## src/hw/rtl/ins_sort_pkg.sv

```systemverilog
// Shared types for the insertion sorter.
// Holds the per-cell control and link structs; no dependencies.
package ins_sort_pkg;

    localparam int unsigned DATA_W = 32;

    // Control broadcast to every cell of the row
    typedef struct packed {
        logic insert;   // place the broadcast value into the sorted row
        logic shift;    // move every entry down one place toward the output
    } t_cell_ctrl;

    // What a cell shows its upper neighbor
    typedef struct packed {
        logic                     valid;  // cell holds a list entry
        logic                     gt;     // entry is strictly greater than the new value
        logic signed [DATA_W-1:0] value;  // stored entry
    } t_cell_link;

endpackage

```

## src/hw/rtl/ins_sort_cell.sv

```systemverilog
// One cell of the insertion row: a single stored entry and its compare.
// Depends on ins_sort_pkg for the link and control structs.
module ins_sort_cell (
    input  logic                                   i_clk,
    input  ins_sort_pkg::t_cell_ctrl               i_ctrl,
    input  logic signed [ins_sort_pkg::DATA_W-1:0] i_value,
    input  logic                                   i_self_valid,
    input  ins_sort_pkg::t_cell_link               i_prev,
    input  logic signed [ins_sort_pkg::DATA_W-1:0] i_next_value,
    output ins_sort_pkg::t_cell_link               o_link
);

    logic signed [ins_sort_pkg::DATA_W-1:0] r_value;
    logic signed [ins_sort_pkg::DATA_W-1:0] n_value;
    logic                                   w_gt;

    // Compare the stored entry against the broadcast value
    assign w_gt = i_self_valid && (r_value > i_value);

    // Shift out, take the lower neighbor's entry, take the new value, or hold
    always_comb begin
        n_value = r_value;
        if (i_ctrl.shift) begin
            n_value = i_next_value;
        end else if (i_ctrl.insert) begin
            if (i_prev.gt) begin
                n_value = i_prev.value;
            end else if ((w_gt || !i_self_valid) && i_prev.valid) begin
                n_value = i_value;
            end
        end
    end

    always_ff @(posedge i_clk) begin
        r_value <= n_value;
    end

    assign o_link.valid = i_self_valid;
    assign o_link.gt    = w_gt;
    assign o_link.value = r_value;

endmodule

```

## config.mk

```make
export PLATFORM = sky130hd
export DESIGN_NAME = ins_sort_cell
export DESIGN_NICKNAME = d
export VERILOG_FILES = /design/src/hw/rtl/ins_sort_pkg.sv /design/src/hw/rtl/ins_sort_cell.sv
export SDC_FILE = /design/constraint.sdc
export NUM_CORES = 1
export LEC_CHECK = 0
export BUFFER_PORTS_ARGS = -buffer_cell sky130_fd_sc_hd__buf_2
export CORE_MARGIN = 1
export CORE_UTILIZATION = 46
export CTS_BUF_LIST = sky130_fd_sc_hd__clkbuf_16
export CTS_CLUSTER_SIZE = 12
export DETAILED_ROUTE_END_ITERATION = 10
export PLACE_DENSITY_LB_ADDON = 0.05
export REMOVE_ABC_BUFFERS = 1
export SETUP_SLACK_MARGIN = 0.4
export SYNTH_ARGS = -nofsm -noshare
export SYNTH_HDL_FRONTEND = slang
export SYNTH_SLANG_ARGS = --single-unit
```

## constraint.sdc

```tcl
create_clock -name i_clk -period 4.8 [get_ports i_clk]
set_input_delay 0.48 -clock i_clk [delete_from_list [all_inputs] [get_ports i_clk]]
set_output_delay 0.48 -clock i_clk [all_outputs]
set_load 0.05 [all_outputs]
```

## After elaboration in Yosys (flattened, before gate mapping)

Index checks and enable logic that the tools add are counted.

- Register bits after elaboration: 32
- Word-level logic and storage cells: 13
- Input bits: 102
- Latch bits: 0
- Bits in read-only memories: 0
- Memories: 0
- RAM bits: 0

- Eq/ne operators: 0
- Multipliers: 0
- $add $sub $neg: 0
- Reductions and logical operators: 7
- Magnitude comparators: 1
- Shift operators: 0
- Bitwise operators: 0
- Mux-type cells: 4
- Divide/modulo/power cells: 0

Operator list:

| operator | count |
|---|---|
| 2-to-1 mux 32 bit | 4 |
| greater-than comparator 32 bit | 1 |
| nonzero test 3 bit | 1 |
| logical AND 1 bit | 2 |
| AND reduction 2 bit | 1 |
| nonzero test 2 bit | 1 |
| zero test 1 bit | 1 |
| logical OR 1 bit | 1 |

## Depth between registers and ports, before layout

- Word-level depth: 8
- Mapped depth: 9
- Gate-level depth less buffers: 8

## Worst setup path before layout

OpenSTA, ideal clock, no wires.

- Kind: reg-to-reg
- From: register r_value[7] (netlist bit)
- To: register r_value[0] (netlist bit), enable pin
- Data arrival time: 3.429 ns
- Library setup time: 0.424 ns
- Period minus slack after synthesis: 3.853 ns
- Buffers on the path: 0
- Stages on the path, launching flop included: 8
- Path slack: 0.947 ns
- Cell sequence: edfxtp_1 -> ha_1 -> a21oi_1 -> o21ai_1 -> a211o_1 -> o41ai_2 -> a21oi_1 -> o31ai_2

- Cells in the longest elaborated chain, start to end: 6

Ends and longest elaborated chain:

| what | line | source |
|---|---|---|
| start, declared | ins_sort_cell.sv:13 | `logic signed [ins_sort_pkg::DATA_W-1:0] r_value;` |
| start signal, assigned | ins_sort_cell.sv:35 | `r_value <= n_value;` |
| greater-than comparator 32 bit | ins_sort_cell.sv:18 | `assign w_gt = i_self_valid && (r_value > i_value);` |
| logical AND 1 bit | ins_sort_cell.sv:18 |  |
| logical OR 1 bit | ins_sort_cell.sv:28 | `end else if ((w_gt \|\| !i_self_valid) && i_prev.valid) begin` |
| logical AND 1 bit | ins_sort_cell.sv:28 |  |
| nonzero test 3 bit (no line) | -- |  |
| AND reduction 2 bit (no line) | -- |  |

No other way between the ends.
A chain may end at the register's enable or synchronous reset.

## Worst setup path after layout

- From: register r_value[13] (netlist bit)
- To: register r_value[24] (netlist bit), enable pin

The elaborated chain is that of the path after synthesis.

==> results.json <==
{
  "synth-main-ff-cell": "edfxtp_1",
  "dr.pass1.iters": 4,
  "timing.setup.tns_ps": 0,
  "worst_path_largest_cell_delay_ps": 580,
  "synth_top_family_by_area": "adder cells",
  "yosysSeqAreaShare": 0.381,
  "dp_hpwl_um": 4570,
  "synth_cell_type_count": 30,
  "mostFrequentLayoutCells": "135 x buf_2, 40 x nand2_1, 36 x o21ai_0",
  "setup-violations-final": 0,
  "synth-compound-area-share": 0.138,
  "syn_inst": 265,
  "synthAdderAreaFrac": 0.159,
  "status": "completed",
  "worstSetupPathType": "flip-flop to flip-flop",
  "antenna_found_initial": 0,
  "pre_cts_slack_ps": 1410,
  "io_pins": 136,
  "skew_ps": 6.53,
  "critPathTopFamily": "compound AO/OA/AOI/OAI gates",
  "setup.worst_path.start_class": "flip-flop",
  "gp_congestion": 0.761,
  "r2r_slack_ps": 1660,
  "portBuffers": 135,
  "htreeDepth": 2,
  "max-slew-margin-rel": 0.587,
  "synth-edff-count": 32,
  "synth_xor_area_frac": 0,
  "worstReg2RegStart": "r_value[13]",
  "cts_sinks": 32,
  "yosys.area_share.simple": 0.120,
  "min_path_type": "input port to flip-flop",
  "grt_pass1_vias": 2161,
  "min_to": "r_value[2]",
  "ant_nets": 0,
  "maxSlewViolCount": 0,
  "final_nets": 531,
  "clk_pin_slew_ps": 50,
  "synthesis.area_mm2": 0.00252,
  "die_w_um": 76.1,
  "clockRootBuffer": "clkbuf_16",
  "vias_per_cell": 4.88,
  "synth_seq_cells": 32,
  "tightest_slew_ps": 619,
  "peakVddDrop_mv": 0.168,
  "layout_commonest_cell": "buf_2",
  "wirelength_um": 5810,
  "leakagePower_nw": 1.82,
  "reg2regPathDepth": 8,
  "drc": 0,
  "synthMuxAreaShare": 0.127,
  "whs_path_depth": 3,
  "fp.dieH_um": 76.1,
  "grt_max_degree": 66,
  "avgSynthCellArea_um2": 9.52,
  "end_kind": "flip-flop",
  "antenna_cells": 0,
  "wl_per_cell_um": 12.4,
  "min_period_ps": 3140,
  "p_per_area_mw_per_mm2": 317,
  "largest-register": "r_value",
  "cp.required_ps": 4750,
  "rr_endpoint": "r_value[24]",
  "post_cts_resized": 0,
  "hold_viol": 0,
  "cp_num_buf_inv": 1,
  "cp_max_fo": 22,
  "critPathSlowestCell": "o31ai_4",
  "core_area_mm2": 0.00520,
  "yosysTopAreaCellShare": 0.381,
  "placement_rows": 26,
  "cp.arrival_ps": 3090,
  "post_cts_buffers": 0,
  "reg.largest.list": "r_value: 32 flops",
  "clk_path_buf_depth": 2,
  "drv_cap": 0,
  "synth_area_leaders": "edfxtp_1 38%, ha_1 16%, mux2i_1 13%, o21ai_0 7.1%, nand2_1 5.9%",
  "largest_register_ffs": 32,
  "layout_worst_path_cycle_share": 0.654,
  "drive_gt1_frac": 0.384,
  "overflow": 0,
  "postCtsHoldBufs": 0,
  "async_flop_share": 0,
  "area.growth.synth_to_final_pct": 35.7,
  "drt_iter0_markers": 71,
  "layout_setup_ws_ps": 1660,
  "rsz0062_at_grt": "no",
  "vias": 2286,
  "holdCritStartpoint": "i_next_value[2]",
  "cp_cell_sequence": "ha_1 > nand4_2 > nor4_2 > a21boi_2 > o41ai_2 > and4bb_4 > o31ai_4 > buf_4",
  "clock_latency_ps": 270,
  "grt_pass1_wl_um": 9550,
  "fmax_ghz": 0.319,
  "numCtsBuffers": 5,
  "start_util": 0.485,
  "cts_tree": "yes",
  "yosys_warnings": 0,
  "grtUsageTotal": 0.207,
  "die-area_mm2": 0.00579,
  "yosysTopAreaCell": "edfxtp_1"
}
==> per-stage QoR <==
| stage | power, mW | std cells | area, um2 | utilization | hold slack, ps |
|---|---|---|---|---|---|
| 2_1_floorplan | 0.613 | 252 | 2460 | - | 667 |
| 3_3_place_gp | 0.733 | 460 | 3260 | 0.626 | 761 |
| 3_5_place_dp | 0.739 | 460 | 3260 | 0.626 | 762 |
| 4_1_cts | 1.10 | 468 | 3430 | 0.658 | 475 |
| 5_1_grt | 1.15 | 468 | 3430 | 0.658 | 485 |
| 6_report | 1.09 | 468 | 3430 | 0.658 | 481 |
==> power by group <==
part	leakage, nW	total (mW)	switching (mW)	internal [mW]
logic	1.40	0.362	0.244	0.119
registers	0.331	0.369	0.0176	0.352
clock network	0.0798	0.354	0.111	0.243
total	1.82	1.09	0.372	0.714
==> tightest hold or removal path, stage by stage <==
cell and delay, ps:
buf_2 70, nand2_1 40, o21ai_0 50
==> kinds of logic after synthesis <==
kind of cell,count (synthesis)
buf+inv,48
compound gates,61
simple gates,60
mux,32
flops,32
fa+ha+maj,32
==> worst max path at each step <==
stage	end	from	cells after the start	slack (ps)
after floorplan	r_value[0]	r_value[7]	7	950
after global placement	r_value[20]	i_value[7]	10	1520
after detailed placement	r_value[21]	i_value[5]	10	1410
after CTS	r_value[7]	r_value[13]	8	1620
after global routing	r_value[28]	r_value[13]	8	1450
final	r_value[24]	r_value[13]	8	1660
==> final cells by class <==
| class | instances | area (um2) |
|---|---|---|
| sequential | 32 | 961 |
| multi-input combinational | 185 | 1380 |
| inverter | 35 | 131 |
| clock inverter | 3 | 42.5 |
| clock buffer | 5 | 125 |
| timing repair buffer | 138 | 698 |
| fill | 453 | 1780 |
| tap | 70 | 87.6 |
==> cell usage after synthesis, types with 2 or more instances <==
master     n
nor3_1     2
buf_4      2
o21ai_0   36
nand4_1    5
edfxtp_1  32
a21oi_1   15
o211ai_1   2
clkbuf_1   8
mux2i_1   32
buf_2      3
ha_1      32
nor2_1     2
inv_1     35
nand3_1    4
nand2_1   40
==> routing by layer <==
metal / wire length [um] / global-route usage / vias to the layer above
met5: 0 / 0 / -
met4: 65 / 0.0519 / 0
met3: 404 / 0.0551 / 6
met2: 2610 / 0.341 / 85
met1: 2730 / 0.269 / 980
li1: - / - / 1215
Note: power is estimated with default switching activity, not from simulation.
